--- src/sv/sta_pkg.sv ---
package sta_pkg;

    localparam int SLOTS_DEFAULT     = 16;
    localparam int WORD_BITS_DEFAULT = 32;

    // slots examined per cycle by the free-slot search
    localparam int GROUP_SLOTS = 16;
    localparam int GROUP_IDX_W = 4;

    localparam logic [2:0] OP_ADD    = 3'd0;
    localparam logic [2:0] OP_EDIT   = 3'd1;
    localparam logic [2:0] OP_DELETE = 3'd2;
    localparam logic [2:0] OP_READ   = 3'd3;
    localparam logic [2:0] OP_CLEAR  = 3'd4;

    localparam logic [1:0] ST_OK     = 2'd0;
    localparam logic [1:0] ST_FULL   = 2'd1;
    localparam logic [1:0] ST_ABSENT = 2'd2;

    typedef struct packed {
        logic [2:0]  func;
        logic [3:0]  slot_index;
        logic [31:0] item_value;
    } sta_in_t;

    typedef struct packed {
        logic [1:0]  status;
        logic [3:0]  result_index;
        logic [31:0] read_value;
        logic [4:0]  used_count;
    } sta_out_t;

    typedef enum logic [1:0] {
        S_IDLE,
        S_EXEC,
        S_FINISH
    } sta_state_t;

    typedef struct packed {
        logic capture;
        logic execute;
        logic load_out;
    } sta_cmd_t;

    typedef struct packed {
        logic exec_done;
        logic out_free;
    } sta_sts_t;

endpackage

--- src/sv/slot_table_allocator_top.sv ---
// Slot table with lowest-free-slot allocation.
//
// Input channel s_valid/s_ready/s_data carries one command transaction:
// func, slot_index and item_value. Output channel m_valid/m_ready/m_data
// returns exactly one result transaction per command: status, result_index,
// read_value and the count of used slots after the command.
//
// Commands are handled one at a time: accepted in S_IDLE, executed in S_EXEC and
// moved into the output register in S_FINISH. Add may stay in S_EXEC while the
// free-slot search walks the groups, since it looks at sixteen valid bits per
// cycle. Edit, delete, read, clear and unknown codes need no search. The next
// command is taken only after the previous result has been moved into the output
// register, so a new command is never accepted while one is still executing.
//
// Reset (aresetn low, synchronous) empties the table at once and drops any
// pending result. Stored words are not cleared; they are only ever read
// through a valid slot. If the receiver holds m_ready low the result stays
// on m_data, one further command may be accepted and executed, and its
// result waits in the datapath until the output register frees up.
module slot_table_allocator_top #(
    parameter int SLOTS     = sta_pkg::SLOTS_DEFAULT,
    parameter int WORD_BITS = sta_pkg::WORD_BITS_DEFAULT
) (
    input  logic              aclk,
    input  logic              aresetn,
    input  logic              s_valid,
    output logic              s_ready,
    input  sta_pkg::sta_in_t  s_data,
    output logic              m_valid,
    input  logic              m_ready,
    output sta_pkg::sta_out_t m_data
);

    sta_pkg::sta_cmd_t cmd;
    sta_pkg::sta_sts_t sts;

    sta_ctrl u_ctrl (
        .aclk    (aclk),
        .aresetn (aresetn),
        .s_valid (s_valid),
        .s_ready (s_ready),
        .sts     (sts),
        .cmd     (cmd)
    );

    sta_datapath #(
        .SLOTS     (SLOTS),
        .WORD_BITS (WORD_BITS)
    ) u_datapath (
        .aclk    (aclk),
        .aresetn (aresetn),
        .s_data  (s_data),
        .m_valid (m_valid),
        .m_ready (m_ready),
        .m_data  (m_data),
        .cmd     (cmd),
        .sts     (sts)
    );

    // one command in flight at a time
    a_one_in_flight: assert property (@(posedge aclk) disable iff (!aresetn)
        (s_valid && s_ready) |=> !s_ready)
        else $error("command accepted while another was executing");

    a_count_bound: assert property (@(posedge aclk) disable iff (!aresetn)
        m_valid |-> (int'(m_data.used_count) <= SLOTS))
        else $error("used count beyond table size");

    a_full_count: assert property (@(posedge aclk) disable iff (!aresetn)
        (m_valid && m_data.status == sta_pkg::ST_FULL) |-> (m_data.used_count == 5'(SLOTS)))
        else $error("table reported full with free slots");

    a_read_absent: assert property (@(posedge aclk) disable iff (!aresetn)
        (m_valid && m_data.status != sta_pkg::ST_OK) |-> (m_data.read_value == 32'd0))
        else $error("read value returned on a failed command");

endmodule

--- src/sv/sta_ctrl.sv ---
module sta_ctrl (
    input  logic             aclk,
    input  logic             aresetn,
    input  logic             s_valid,
    output logic             s_ready,
    input  sta_pkg::sta_sts_t sts,
    output sta_pkg::sta_cmd_t cmd
);

    sta_pkg::sta_state_t state_reg;
    sta_pkg::sta_state_t state_next;

    always_ff @(posedge aclk) begin
        if (!aresetn) begin
            state_reg <= sta_pkg::S_IDLE;
        end else begin
            state_reg <= state_next;
        end
    end

    always_comb begin
        state_next = state_reg;
        case (state_reg)
            sta_pkg::S_IDLE: begin
                if (s_valid) begin
                    state_next = sta_pkg::S_EXEC;
                end
            end
            sta_pkg::S_EXEC: begin
                if (sts.exec_done) begin
                    state_next = sta_pkg::S_FINISH;
                end
            end
            sta_pkg::S_FINISH: begin
                if (sts.out_free) begin
                    state_next = sta_pkg::S_IDLE;
                end
            end
            default: begin
                state_next = sta_pkg::S_IDLE;
            end
        endcase
    end

    always_comb begin
        s_ready      = 1'b0;
        cmd.capture  = 1'b0;
        cmd.execute  = 1'b0;
        cmd.load_out = 1'b0;
        case (state_reg)
            sta_pkg::S_IDLE: begin
                s_ready     = 1'b1;
                cmd.capture = s_valid;
            end
            sta_pkg::S_EXEC: begin
                cmd.execute = 1'b1;
            end
            sta_pkg::S_FINISH: begin
                cmd.load_out = sts.out_free;
            end
            default: begin
                s_ready = 1'b0;
            end
        endcase
    end

endmodule

--- src/sv/sta_datapath.sv ---
module sta_datapath #(
    parameter int SLOTS     = sta_pkg::SLOTS_DEFAULT,
    parameter int WORD_BITS = sta_pkg::WORD_BITS_DEFAULT
) (
    input  logic              aclk,
    input  logic              aresetn,
    input  sta_pkg::sta_in_t  s_data,
    output logic              m_valid,
    input  logic              m_ready,
    output sta_pkg::sta_out_t m_data,
    input  sta_pkg::sta_cmd_t cmd,
    output sta_pkg::sta_sts_t sts
);

    localparam int SLOT_W     = (SLOTS > 1) ? $clog2(SLOTS) : 1;
    localparam int CNT_W      = $clog2(SLOTS + 1);
    localparam int NUM_GROUPS = (SLOTS + sta_pkg::GROUP_SLOTS - 1) / sta_pkg::GROUP_SLOTS;
    localparam int GRP_W      = (NUM_GROUPS > 1) ? $clog2(NUM_GROUPS) : 1;
    localparam int PAD_SLOTS  = NUM_GROUPS * sta_pkg::GROUP_SLOTS;

    // captured transaction
    logic [2:0]           func_reg;
    logic [3:0]           idx_reg;
    logic [WORD_BITS-1:0] value_reg;

    logic [SLOTS-1:0]     valid_reg;
    logic [SLOTS-1:0]     valid_next;
    logic [CNT_W-1:0]     cnt_reg;
    logic [CNT_W-1:0]     cnt_next;
    logic [GRP_W-1:0]     grp_reg;
    logic [GRP_W-1:0]     grp_next;

    logic [WORD_BITS-1:0] slot_mem [SLOTS];
    logic [WORD_BITS-1:0] rd_data_reg;

    // staged result, waiting for the output register
    logic [1:0]           st_status_reg;
    logic [1:0]           st_status_next;
    logic [3:0]           st_index_reg;
    logic [3:0]           st_index_next;
    logic                 st_use_rd_reg;
    logic                 st_use_rd_next;

    logic                 m_valid_reg;
    sta_pkg::sta_out_t    m_data_reg;

    logic [PAD_SLOTS-1:0]              valid_pad;
    logic [sta_pkg::GROUP_SLOTS-1:0]   grp_bits;
    logic [sta_pkg::GROUP_IDX_W-1:0]   free_enc;
    logic                              free_any;
    logic                              last_grp;
    logic [SLOT_W-1:0]                 free_addr;
    logic [SLOT_W-1:0]                 idx_addr;
    logic                              hit;
    logic                              wr_en;
    logic [SLOT_W-1:0]                 wr_addr;
    logic                              rd_en;

    // slots past the end of the table count as used
    always_comb begin
        valid_pad = '1;
        for (int i = 0; i < SLOTS; i++) begin
            valid_pad[i] = valid_reg[i];
        end
    end

    assign grp_bits = valid_pad[grp_reg * sta_pkg::GROUP_SLOTS +: sta_pkg::GROUP_SLOTS];

    // lowest free slot of the current group
    always_comb begin
        free_enc = '0;
        free_any = 1'b0;
        for (int i = sta_pkg::GROUP_SLOTS - 1; i >= 0; i--) begin
            if (!grp_bits[i]) begin
                free_enc = sta_pkg::GROUP_IDX_W'(i);
                free_any = 1'b1;
            end
        end
    end

    assign last_grp  = (grp_reg == GRP_W'(NUM_GROUPS - 1));
    assign free_addr = SLOT_W'({grp_reg, free_enc});
    assign idx_addr  = SLOT_W'(idx_reg);
    assign hit       = (int'(idx_reg) < SLOTS) && valid_reg[idx_addr];

    always_comb begin
        valid_next     = valid_reg;
        cnt_next       = cnt_reg;
        grp_next       = grp_reg;
        st_status_next = st_status_reg;
        st_index_next  = st_index_reg;
        st_use_rd_next = st_use_rd_reg;
        wr_en          = 1'b0;
        wr_addr        = free_addr;
        rd_en          = 1'b0;
        sts.exec_done  = 1'b1;
        sts.out_free   = !m_valid_reg || m_ready;
        if (cmd.capture) begin
            grp_next = '0;
        end
        if (cmd.execute) begin
            st_status_next = sta_pkg::ST_OK;
            st_index_next  = '0;
            st_use_rd_next = 1'b0;
            case (func_reg)
                sta_pkg::OP_ADD: begin
                    if (free_any) begin
                        valid_next[free_addr] = 1'b1;
                        cnt_next      = cnt_reg + 1'b1;
                        wr_en         = 1'b1;
                        st_index_next = free_enc;
                    end else if (last_grp) begin
                        st_status_next = sta_pkg::ST_FULL;
                    end else begin
                        // advance to the next group and search again
                        grp_next      = grp_reg + 1'b1;
                        sts.exec_done = 1'b0;
                    end
                end
                sta_pkg::OP_EDIT: begin
                    if (hit) begin
                        wr_en         = 1'b1;
                        wr_addr       = idx_addr;
                        st_index_next = idx_reg;
                    end else begin
                        st_status_next = sta_pkg::ST_ABSENT;
                    end
                end
                sta_pkg::OP_DELETE: begin
                    if (hit) begin
                        valid_next[idx_addr] = 1'b0;
                        cnt_next      = cnt_reg - 1'b1;
                        st_index_next = idx_reg;
                    end else begin
                        st_status_next = sta_pkg::ST_ABSENT;
                    end
                end
                sta_pkg::OP_READ: begin
                    if (hit) begin
                        rd_en          = 1'b1;
                        st_use_rd_next = 1'b1;
                        st_index_next  = idx_reg;
                    end else begin
                        st_status_next = sta_pkg::ST_ABSENT;
                    end
                end
                sta_pkg::OP_CLEAR: begin
                    valid_next = '0;
                    cnt_next   = '0;
                end
                default: begin
                    st_status_next = sta_pkg::ST_OK;
                end
            endcase
        end
    end

    always_ff @(posedge aclk) begin
        if (!aresetn) begin
            valid_reg   <= '0;
            cnt_reg     <= '0;
            grp_reg     <= '0;
            m_valid_reg <= 1'b0;
        end else begin
            valid_reg <= valid_next;
            cnt_reg   <= cnt_next;
            grp_reg   <= grp_next;
            if (cmd.load_out) begin
                m_valid_reg <= 1'b1;
            end else if (m_ready) begin
                m_valid_reg <= 1'b0;
            end
        end
    end

    always_ff @(posedge aclk) begin
        if (cmd.capture) begin
            func_reg  <= s_data.func;
            idx_reg   <= s_data.slot_index;
            value_reg <= WORD_BITS'(s_data.item_value);
        end
        st_status_reg <= st_status_next;
        st_index_reg  <= st_index_next;
        st_use_rd_reg <= st_use_rd_next;
        if (cmd.load_out) begin
            m_data_reg.status       <= st_status_reg;
            m_data_reg.result_index <= st_index_reg;
            m_data_reg.read_value   <= st_use_rd_reg ? 32'(rd_data_reg) : 32'd0;
            m_data_reg.used_count   <= 5'(cnt_reg);
        end
    end

    always_ff @(posedge aclk) begin
        if (wr_en) begin
            slot_mem[wr_addr] <= value_reg;
        end
        if (rd_en) begin
            rd_data_reg <= slot_mem[idx_addr];
        end
    end

    assign m_valid      = m_valid_reg;
    assign m_data       = m_data_reg;

endmodule

--- config.mk ---
export PLATFORM = sky130hd
export DESIGN_NAME = slot_table_allocator_top
export DESIGN_NICKNAME = d
export VERILOG_FILES = /design/src/sv/sta_pkg.sv /design/src/sv/slot_table_allocator_top.sv /design/src/sv/sta_ctrl.sv /design/src/sv/sta_datapath.sv
export SDC_FILE = /design/constraint.sdc
export NUM_CORES = 1
export LEC_CHECK = 0
export ABC_AREA = 1
export BUFFER_PORTS_ARGS = -buffer_cell sky130_fd_sc_hd__buf_4
export CORE_AREA = 2 2 230 187
export CTS_CLUSTER_DIAMETER = 40
export DETAILED_ROUTE_END_ITERATION = 6
export DIE_AREA = 0 0 232 189
export PLACE_DENSITY = 0.82
export RECOVER_POWER = 25
export SLEW_MARGIN = 20
export SYNTH_ARGS = -nofsm -noshare
export SYNTH_HDL_FRONTEND = slang
export SYNTH_HIERARCHICAL = 1
export SYNTH_SLANG_ARGS = --single-unit
--- constraint.sdc ---
create_clock -name aclk -period 4.44 [get_ports aclk]
set_input_delay 0 -clock aclk [delete_from_list [all_inputs] [get_ports aclk]]
set_output_delay 0 -clock aclk [all_outputs]
set_load 0.02 [all_outputs]
* Yosys cells after proc, flatten, opt, wreduce, memory -nomap -nowiden *
Memories as Yosys holds them, arrays and structs flattened. A register that Yosys moved wholly into a read port is not among the register bits.
Index checks and enable logic that the tools add are counted.

cells by class
  add/sub/neg operators = 3
  magnitude comparators = 4
  equal/unequal tests = 11
  shift operators = 1
  multiplexer cells = 81
  bitwise operators = 3
  reduce and logical (&&, ||, !) cells = 11

operators with widths
  kind                                                                                  number
  4-bit two-way mux                                                                     21
  16-bit case mux with 3 select lines                                                   1
  1-bit two-way mux                                                                     42
  16-bit two-way mux                                                                    2
  16-bit AND                                                                            1
  16-bit inverter                                                                       1
  16-bit OR                                                                             1
  16-bit by 6-bit indexed part select with 16-bit output                                1
  5-bit case mux with 3 select lines                                                    1
  4-bit by 5-bit less-than comparator with 1-bit output (second input constant)         2
  2-bit two-way mux                                                                     5
  5-bit two-way mux                                                                     2
  1-bit demux with 4-bit select                                                         2
  4-bit by 1-bit greater-or-equal comparator with 1-bit output (second input constant)  2
  4-bit case mux with 2 select lines                                                    1
  3-bit by 2-bit equality test with 1-bit output (second input constant)                2
  2-bit by 1-bit != test with 1-bit output (second input constant)                      3
  2-bit case mux with 3 select lines                                                    1
  5-bit by 1-bit adder with 5-bit output (second input constant)                        1
  5-bit by 1-bit subtractor with 5-bit output (second input constant)                   1
  1-bit binary-select mux with 4-bit select                                             1
  2-bit != test (second input constant)                                                 2
  2-bit case mux with 2 select lines                                                    1
  4-bit AND reduction                                                                   1
  other kinds (15)                                                                      16

storage, ports and cells
  bits in registers = 114
  memory bits (writable) = 512
  output and inout bits = 45
  memories = 1

memory list
  memory               words  bits a word  rd ports  clocked after Yosys merged registers in  write ports  RTL line            source
  u_datapath.slot_mem  16     32           1         1                                        1            sta_datapath.sv:33  logic [WORD_BITS-1:0] slot_mem [SLOTS];

* Logic depth before layout (Yosys ltp) *
Gate-level depths: netlist of run 1.

  word-level depth = 24
  depth in mapped cells = 20

* Cells and area by module *
Netlist of run 1, hierarchy kept.

by module, submodules not included
  module        times used  cells each  area an instance (um2)  sequential area each (um2)
  sta_datapath  1           1694        24960.2                 19468.7
  sta_ctrl      1           16          111.4                   40.0

* Least setup slack after synthesis of run 1 *
No wires, ideal clock.

  kind = register to register
  start point = register u_datapath.m_valid_reg, in the netlist u_datapath/m_valid
  end point = register u_datapath.m_data_reg (netlist bit u_datapath/m_data[0]) (enable)
  setup time = 0.499 ns
  data arrival time = 3.495 ns
  required time = 3.941 ns
  path slack = 0.446 ns
  cell stages (with the launch flop) = 4
  period minus slack after synthesis = 3.994 ns
  path through = dfxtp_1 nand2_1 inv_1 nor3_1

RTL lines
  what                      RTL line             source
  start: declaration        sta_datapath.sv:44   logic m_valid_reg;
  start signal: assignment  sta_datapath.sv:163  m_valid_reg <= 1'b0;
  start signal: assignment  sta_datapath.sv:169  m_valid_reg <= 1'b1;
  start signal: assignment  sta_datapath.sv:171  m_valid_reg <= 1'b0;
  end: declaration          sta_datapath.sv:45   sta_pkg::sta_out_t m_data_reg;

* Final worst setup path of run 1 *
  start point = register u_datapath.idx_reg[0], in the netlist u_datapath/idx_addr[0]
  end point = memory u_datapath/slot_mem[9][5] (netlist bit) (enable)

on the way
  cells in the longest elaborated chain, start to end = 7

ends and longest elaborated chain
  what                                       RTL line             source
  start: declaration                         sta_datapath.sv:23   logic [3:0] idx_reg;
  start signal: assignment                   sta_datapath.sv:179  idx_reg <= s_data.slot_index;
  1-bit binary-select mux with 4-bit select  sta_datapath.sv:84   assign hit = (int'(idx_reg) < SLOTS) && valid_reg[idx_addr];
  1-bit two-way mux (implied by the code)    sta_datapath.sv:84
  1-bit two-way mux                          sta_datapath.sv:121  if (hit) begin
  1-bit case mux with 2 select lines         sta_datapath.sv:105  case (func_reg)
  1-bit two-way mux                          sta_datapath.sv:101  if (cmd.execute) begin
  1-bit two-way mux                          sta_datapath.sv:194  if (wr_en) begin
  1-bit two-way mux (implied by the code)    sta_datapath.sv:195  slot_mem[wr_addr] <= value_reg;
  end: declaration                           sta_datapath.sv:33

Several ways; a longest one is shown, not always the timed one. The select of a mux whose other input is x is not followed.

==> results of run 1 <==
## cells in the mapped netlist, drive strengths merged
library cell,count,area [um^2]
edfxtp,633,19000
nand3,272,1370
a31oi,131,820
a22oi,128,961
nand2,110,433
clkbuf,97,364
inv,89,337
nor2,57,234
o21ai,45,244
a21oi,39,199
or4,32,240
dfxtp,25,500
buf,11,67.6
nor3,9,45.0
o22ai,9,56.3
nand4,7,43.8
ha,3,37.5
a31o,2,17.5
or2,2,12.5
xor2,2,17.5
a211oi,1,7.51
clkinv,1,3.75
conb,1,3.75
fa,1,20.0
nand3b,1,7.51
nor3b,1,7.51
o211a,1,10.0
## final cells by class
| class | instances | area (um^2) | area share |
|---|---|---|---|
| Tap cell | 552 | 691 | 0.0236 |
| Clock inverter | 49 | 425 | 0.0145 |
| Inverter | 90 | 343 | 0.0117 |
| Sequential cell | 658 | 19500 | 0.666 |
| Timing Repair Buffer | 172 | 1520 | 0.0517 |
| Multi-Input combinational cell | 854 | 4930 | 0.168 |
| Clock buffer | 80 | 1870 | 0.0640 |
## power by group through the flow
stage               sequential, mW  combinational, mW  clock (mW)
floorplan                     7.07              0.337           0
global placement              7.11              0.523           0
detailed placement            7.12              0.539           0
CTS                           6.99              0.576        5.81
global route                  7.00              0.624        6.04
finish                        6.99              0.581        5.77
## routing by layer
| metal | up-vias | global-route usage | routed length [um] |
|---|---|---|---|
| li1 | 6933 | - | - |
| met1 | 7740 | 0.388 | 23300 |
| met2 | 1079 | 0.449 | 29600 |
| met5 | - | 0 | 0 |
| met3 | 157 | 0.0533 | 6140 |
| met4 | 0 | 0.123 | 2350 |
## per-stage QoR
step | hold slack (ps) | instance area [um^2]
3_3_place_gp | 178 | 26600
5_1_grt | 123 | 29300
4_1_cts | 94.0 | 29300
3_5_place_dp | 179 | 26600
2_1_floorplan | 98.9 | 25100
6_report | 139 | 29300
## final timing paths
path / endpoint / cells after the start
hold reg to reg: u_datapath/m_data[42] / 0
setup reg to reg: u_datapath/slot_mem[9][5] / 15
hold / removal: u_datapath/value_reg[1] / 2
setup / recovery: u_datapath/slot_mem[9][5] / 15
## kinds of logic after synthesis
group | after synthesis
compound gates | 356
other cells | 1
buf+inv | 198
simple gates | 491
fa+ha+maj | 4
flops | 658
xor+xnor | 2
## what timing repair did
action,CTS,global route
hold buffers,44,0
setup buffers,0,0
endpoints found under the hold margin,64,0
==> impl_metrics.json, run 1 <==
{
  "initial_utilization": 0.604,
  "arrival_ps": 3860,
  "critPathTopFamily": "simple AND/OR/NAND/NOR gates",
  "synth_area_um2": 25100,
  "place_ws_ps": 952,
  "finalPower_mw": 13.3,
  "gp_congestion": 0.886,
  "routed_via_density": 6.48,
  "power_density_nw_per_um2": 455,
  "antenna_found_initial": 0,
  "grt_max_degree": 133,
  "p_clk_frac": 0.432,
  "grt_pass1_vias": 15600,
  "die_x_um": 232,
  "overflow": 0,
  "layout_setup_ws_ps": 877,
  "htree_levels": 3,
  "ios": 88,
  "crit_path_start_kind": "register",
  "power_leakage_nw": 9.75,
  "layout_commonest_cell": "edfxtp_1",
  "reg2reg_slack_ps": 880,
  "cp_max_fo": 24,
  "crit_chain": "inv_4, nand2_2, o22ai_1, o21ai_1, nand2_1, nor2_4, inv_2, nand2_4, nand2_1, o21ai_2, inv_2, nor2_1, nand2_1, nor2_4, buf_12",
  "diodes": 0,
  "period_needed_ps": 3560,
  "setup_viol": 0,
  "final_cells": 2455,
  "cts_resized": 0,
  "yosys.area_share.adder": 0.00230,
  "synth_top_family_by_area": "simple AND/OR/NAND/NOR gates",
  "fmax_mhz": 281,
  "die_area_um2": 43800,
  "cts_buffer_depth": 3,
  "route.detailed.wl_per_inst_um": 25.0,
  "fin_util": 0.706,
  "crit_top_cell": "nand2_1",
  "drt_wl_total_mm": 61.4,
  "numCtsBuffers": 70,
  "min_from": "s_data[1]",
  "synth_fp_nets": 1757,
  "period_share": 0.803,
  "largest_register_ffs": 512,
  "cts_sinks": 658,
  "layout-drive-gt1-share": 0.147,
  "crit_path_start": "u_datapath/idx_addr[0]",
  "end_kind": "register",
  "synthMuxAreaShare": 0,
  "die_y_um": 189,
  "p_sw_mw": 2.96,
  "slew_headroom": 0.363,
  "syn-instance-count": 1710,
  "p_seq_frac": 0.524,
  "drc": 0,
  "syn2layout_area_growth_pct": 16.8,
  "tns_ps": 0,
  "r2r-start": "u_datapath/idx_addr[0]",
  "drt_iter0_drc": 2546,
  "clk_latency_ps": 600,
  "port_buffers": 87,
  "final_cell_mix": "edfxtp_1 (633), nand3_1 (271), a31oi_1 (131)",
  "crit_buf_inv": 4,
  "via_count": 15900,
  "placedCellCount": 2282,
  "coreArea_um2": 41500,
  "hold_viol": 0,
  "grt_pass1_wl_mm": 92.1,
  "ant_nets": 0,
  "syn_avg_cell_area_um2": 14.7,
  "crit_type": "reg2reg",
  "rsz0062_at_grt": "false",
  "p_comb_frac": 0.044,
  "synth-simple-area-share": 0.0956,
  "ys_types": 40,
  "dr.pass1.iters": 5,
  "cpPeakStageDelay_ps": 700,
  "maxCapViolCount": 0,
  "synth-compound-area-share": 0.0923,
  "worst_slew_pin_slew_ps": 956,
  "synth-xor-area-share": 0.000699,
  "cts-root-buf": "clkbuf_16",
  "yosys_warnings": 6,
  "ys_ff_latch": 658,
  "core.rowCount": 67,
  "worstHoldPathType": "in2reg",
  "dpl.hpwl_mm": 34.9,
  "drv_slew": 0,
  "clkTransAtPathRegs_ps": 60,
  "peakVddDrop_uv": 396,
  "cts_tree": "yes",
  "fill_cells": 2574,
  "status": "complete, no violations",
  "p_int_mw": 10.4,
  "switching_share": 0.222,
  "crit_required_ps": 4740,
  "grt_usage": 0.283,
  "skew_ps": 20.6,
  "crit_slowest_cell": "edfxtp_1",
  "fin_nets": 1893,
  "synth_seq_area_share": 0.778
}
(Power assumes the default switching activity.)
==> run 2: changes to the inputs <==
Settings changed: CORE_AREA 2 2 230 187 to 2 2 242 196, DIE_AREA 0 0 232 189 to 0 0 244 198, PLACE_DENSITY 0.82 to 0.78.
Clock period 4.44 ns to 3.21 ns, I/O delays scaled along.
==> impl_metrics.json, run 2 (synthesized netlist as in run 1, its figures left out) <==
{
  "status": "complete, no violations",
  "holdPathEnd": "u_datapath/value_reg[10]",
  "cts_buffer_depth": 3,
  "dr.pass1.iters": 6,
  "worstHoldPathType": "in2reg",
  "port_buffers": 87,
  "crit_path_start": "u_datapath/idx_addr[0]",
  "fmax_mhz": 345,
  "hold_depth": 2,
  "final_area_um2": 29700,
  "peakVddDrop_uv": 514,
  "end_kind": "register",
  "multi_input_area_um2": 4940,
  "antenna_found_initial": 0,
  "final_cell_mix": "edfxtp_1 (633), nand3_1 (271), a31oi_1 (131)",
  "rsz0062_at_grt": "false",
  "crit_type": "reg2reg",
  "min_from": "s_data[10]",
  "crit_slowest_cell": "edfxtp_1",
  "drt_wl_total_mm": 59.9,
  "power_leakage_nw": 9.89,
  "final-seq-area_um2": 19500,
  "ios": 88,
  "r2r_end": "u_datapath/slot_mem[6][27]",
  "hold_ws_ps": 134,
  "grt_pass1_vias": 15400,
  "cts-root-buf": "clkbuf_16",
  "initial_utilization": 0.542,
  "place_area_um2": 26900,
  "clkTransAtPathRegs_ps": 60,
  "overflow": 0,
  "die_y_um": 198,
  "crit_required_ps": 3500,
  "cpPeakStageDelay_ps": 520,
  "reg2reg_slack_ps": 310,
  "via_count": 15900,
  "maxCapViolCount": 0,
  "drt_iter0_drc": 1941,
  "worst_slew_pin_slew_ps": 1100,
  "cts_sinks": 658,
  "die_area_um2": 48300,
  "drv_slew": 0,
  "dpl.hpwl_mm": 34.0,
  "clk_latency_ps": 600,
  "fill_cells": 3149,
  "setup_viol": 0,
  "htree_levels": 3,
  "grt_usage": 0.249,
  "routed_via_density": 6.26,
  "layout_commonest_cell": "edfxtp_1",
  "fin_util": 0.641,
  "tns_ps": 0,
  "hold_viol": 0,
  "crit_top_cell": "nand2_1",
  "fin_nets": 1915,
  "diodes": 0,
  "crit_path_start_kind": "register",
  "skew_ps": 20.1,
  "place_ws_ps": 135,
  "drc": 0,
  "die_x_um": 244,
  "rr_worst_depth": 13,
  "period_needed_ps": 2900,
  "coreArea_um2": 46300,
  "cp_max_fo": 14,
  "grt_max_degree": 146,
  "slew_headroom": 0.263,
  "route.detailed.wl_per_inst_um": 23.6,
  "power_density_nw_per_um2": 621,
  "grt_pass1_wl_mm": 91.3,
  "cts_resized": 0,
  "layout-drive-gt1-share": 0.158,
  "gp_congestion": 0.968,
  "r2r-start": "u_datapath/idx_addr[0]",
  "ant_nets": 0,
  "arrival_ps": 3190,
  "period_share": 0.903,
  "largest_register_ffs": 512,
  "syn2layout_area_growth_pct": 18.3,
  "core.rowCount": 71,
  "cts_tree": "yes",
  "crit_chain": "nand2_1, o22ai_1, o21ai_1, nand2_1, nor2_4, inv_2, nand2_4, nand2_1, o21ai_2, nor2_1, nand2_1, nor2_4, buf_4",
  "layout_setup_ws_ps": 311,
  "numCtsBuffers": 71
}
-- run 2: per-stage QoR --
step	std cells	total power, mW
3_5_place_dp	2370	10.6
6_report	2543	18.4
5_1_grt	2543	18.9
2_1_floorplan	1710	10.2
3_3_place_gp	2370	10.6
4_1_cts	2542	18.5
-- run 2: worst max-delay path by stage --
stage,depth (start not counted),endpoint
after CTS,11,u_datapath/slot_mem[6][20]
after global placement,13,u_datapath/slot_mem[10][25]
after detailed placement,11,u_datapath/slot_mem[6][23]
final,13,u_datapath/slot_mem[6][27]
after global routing,21,u_datapath/slot_mem[6][20]
after floorplan,10,u_datapath/slot_mem[0][0]
-- run 2: what timing repair did --
| action | 4_1_cts | 5_1_grt |
|---|---|---|
| setup endpoints to repair | 0 | 512 |
| buffers inserted | 0 | 1 |
| endpoints found under the hold margin | 64 | 0 |
| hold buffers | 44 | 0 |
-- run 2: per-layer routing --
metal | routed length (um) | vias to the layer above | global-route usage
met5 | 0 | - | 0
met4 | 1410 | 0 | 0.0808
met3 | 5020 | 110 | 0.0432
li1 | - | 6984 | -
met1 | 24600 | 7926 | 0.349
met2 | 28800 | 894 | 0.403
-- run 2: final cells by class --
cell class	count	share of cell area
Tap cell	620	0.0262
Inverter	90	0.0116
Clock buffer	87	0.0658
Timing Repair Buffer	193	0.0599
Clock inverter	41	0.0124
Sequential cell	658	0.658
Multi-Input combinational cell	854	0.166
-- run 2: worst max-delay path, delay by kind of cell, from the launching register on --
kind / cells / cell delay [ps]
flip-flops: 1 / 520
AND/OR/NAND/NOR: 8 / 1280
AO/OA/AOI/OAI: 3 / 410
buffers and inverters: 2 / 380
-- run 2: where the power goes --
| group | total (mW) | leakage [nW] | switching (mW) | internal, mW |
|---|---|---|---|---|
| clock network | 7.97 | 1.13 | 3.33 | 4.64 |
| registers | 9.66 | 5.94 | 0.151 | 9.51 |
| logic | 0.806 | 2.83 | 0.541 | 0.265 |
| total | 18.4 | 9.89 | 4.02 | 14.4 |
==> run 3: changes to the inputs <==
Settings changed: ABC_AREA 1 to not set, CORE_AREA 2 2 242 196 to 2 2 243 197, DIE_AREA 0 0 244 198 to 0 0 245 199.
==> impl_metrics.json, run 3 <==
{
  "rr_worst_depth": 7,
  "routed_via_density": 6.13,
  "ios": 88,
  "synth-edff-count": 633,
  "ys_ff_latch": 658,
  "final_cell_mix": "edfxtp_1 (633), mux4_2 (162), buf_4 (78)",
  "grt_pass1_wl_mm": 82.0,
  "synth.largest_area_cell": "edfxtp_1",
  "peakVddDrop_uv": 459,
  "end_kind": "register",
  "cpPeakStageDelay_ps": 810,
  "core.rowCount": 71,
  "grt_pass1_vias": 13000,
  "power_leakage_nw": 9.74,
  "tns_ps": 0,
  "fin_nets": 1400,
  "numCtsBuffers": 69,
  "ant_nets": 0,
  "rsz0062_at_grt": "false",
  "synth_area_um2": 25200,
  "drc": 0,
  "power_density_nw_per_um2": 620,
  "crit_slowest_cell": "mux2i_1",
  "grt_usage": 0.235,
  "maxCapViolCount": 0,
  "worstHoldPathType": "in2reg",
  "ys.flop_type": "edfxtp_1",
  "dpl.hpwl_mm": 29.4,
  "status": "complete, no violations",
  "crit_required_ps": 3540,
  "drt_wl_total_mm": 55.3,
  "layout_commonest_cell": "edfxtp_1",
  "syn-instance-count": 1149,
  "via_count": 12400,
  "gp_congestion": 0.883,
  "die_x_um": 245,
  "r2r_end": "u_datapath/slot_mem[9][19]",
  "overflow": 0,
  "clk_latency_ps": 610,
  "clkTransAtPathRegs_ps": 60,
  "fmax_mhz": 328,
  "syn2layout_area_growth_pct": 19.0,
  "setup_viol": 0,
  "place_ws_ps": 199,
  "yosysMostFrequentCell": "edfxtp_1",
  "crit_path_start": "u_datapath/idx_addr[0]",
  "reg2reg_slack_ps": 160,
  "crit_end": "u_datapath/slot_mem[9][19]",
  "drv_slew": 0,
  "synth_fp_nets": 1196,
  "yosys_warnings": 6,
  "period_needed_ps": 3050,
  "initial_utilization": 0.543,
  "arrival_ps": 3380,
  "die_y_um": 199,
  "crit_path_start_kind": "register",
  "drt_iter0_drc": 1323,
  "cts_buffer_depth": 3,
  "hold_viol": 0,
  "die_area_um2": 48800,
  "diodes": 0,
  "period_share": 0.950,
  "grt_max_degree": 104,
  "slew_headroom": 0.357,
  "layout_setup_ws_ps": 161,
  "async_reset_ff_frac": 0,
  "route.detailed.wl_per_inst_um": 27.3,
  "synthTopCellsByCount": "edfxtp_1 (633), mux4_2 (162), and2_1 (37)",
  "crit_type": "reg2reg",
  "largest_register_ffs": 512,
  "syn_avg_cell_area_um2": 21.9,
  "worst_slew_pin_slew_ps": 938,
  "synth.area.top_cells": "edfxtp_1 (75%), mux4_2 (14%), dfxtp_1 (2.0%)",
  "ys_types": 72,
  "yosysTopAreaCellShare": 0.754,
  "coreArea_um2": 46500,
  "r2r-start": "u_datapath/idx_addr[0]",
  "port_buffers": 87,
  "cp_max_fo": 32,
  "layout-drive-gt1-share": 0.324,
  "dr.pass1.iters": 6,
  "skew_ps": 23.3,
  "cts_tree": "yes",
  "synth_seq_area_share": 0.774,
  "cts-root-buf": "clkbuf_16",
  "cts_sinks": 658,
  "htree_levels": 3,
  "crit_chain": "mux4_2, or2_4, o2bb2ai_2, nand2_1, mux2i_1, nor2_4, buf_12",
  "antenna_found_initial": 0
}
[run 3: changes by cell type in the layout (fill, tap and decap cells not counted), sizes merged, moves of 32 or more]
cell   previous run  this run
or4              32         0
a22oi           128         2
o21ai            45        10
a31oi           131         3
inv              97        27
nand2           110        24
mux4              0       162
and2              0        37
nand3           272         8
[run 3: worst min-delay path by stage]
stage,startpoint,to,slack (ps),depth (start not counted)
floorplan,s_data[36],u_datapath/func_reg[0],100,0
global placement,s_data[27],u_datapath/value_reg[27],180,1
detailed placement,s_data[6],u_datapath/value_reg[6],180,1
CTS,s_data[26],u_datapath/value_reg[26],80,2
global route,s_data[21],u_datapath/value_reg[21],110,2
finish,s_data[16],u_datapath/value_reg[16],130,2
[run 3: layer usage]
layer  GRT usage  share of wire  up-vias
met4      0.0662          0.019        0
met1       0.316           0.40     6521
met3      0.0596          0.081       87
met5           0              0        -
li1            -              -     5234
met2       0.386           0.50      583
[run 3: final cells by class]
cell class | count | area, um^2
sequential | 658 | 19500
clock inverter | 53 | 587
multi-input combinational | 422 | 5520
tap | 620 | 776
timing repair buffer | 185 | 1780
inverter | 17 | 63.8
fill | 2963 | 16500
clock buffer | 73 | 1770
[run 3: cells by family after synthesis]
| family | after synthesis | share of synthesized area |
|---|---|---|
| AO/OA/AOI/OAI | 86 | 0.0258 |
| flip-flops | 658 | 0.774 |
| buffers and inverters | 69 | 0.0127 |
| AND/OR/NAND/NOR | 156 | 0.0356 |
| XOR/XNOR | 3 | 0.00104 |
| multiplexers | 172 | 0.149 |
| other | 1 | 0.000149 |
| adder cells (fa/ha/maj) | 4 | 0.00228 |
[run 3: stage by stage]
| step | hold WS, ps | utilization | power (mW) | instances | instance area (um^2) |
|---|---|---|---|---|---|
| 3_5_place_dp | 179 | 0.586 | 10.6 | 1858 | 27200 |
| 4_1_cts | 76.4 | 0.646 | 18.7 | 2028 | 30000 |
| 6_report | 130 | 0.646 | 18.6 | 2028 | 30000 |
| 5_1_grt | 107 | 0.646 | 19.1 | 2028 | 30000 |
| 2_1_floorplan | 98.9 | - | 10.3 | 1149 | 25200 |
| 3_3_place_gp | 178 | 0.586 | 10.5 | 1858 | 27200 |
[run 3: where the power goes]
| part | switching (mW) | internal [mW] |
|---|---|---|
| clock network | 3.42 | 4.75 |
| logic | 0.379 | 0.387 |
| registers | 0.136 | 9.51 |
| total | 3.93 | 14.7 |
[run 3: repair_timing]
action                                 in CTS  in global routing
resized for setup                           0                  0
buffers inserted                            0                  0
endpoints found under the hold margin      64                  0
hold buffers                               44                  0
[run 3: worst max-delay path: cells and delay by family, from the launching register on]
kind / cells / cell delay (ps)
AOI/OAI and AO/OA: 1 / 140
buffers and inverters: 1 / 230
DFF: 1 / 510
muxes: 2 / 1350
and+or+nand+nor: 3 / 510
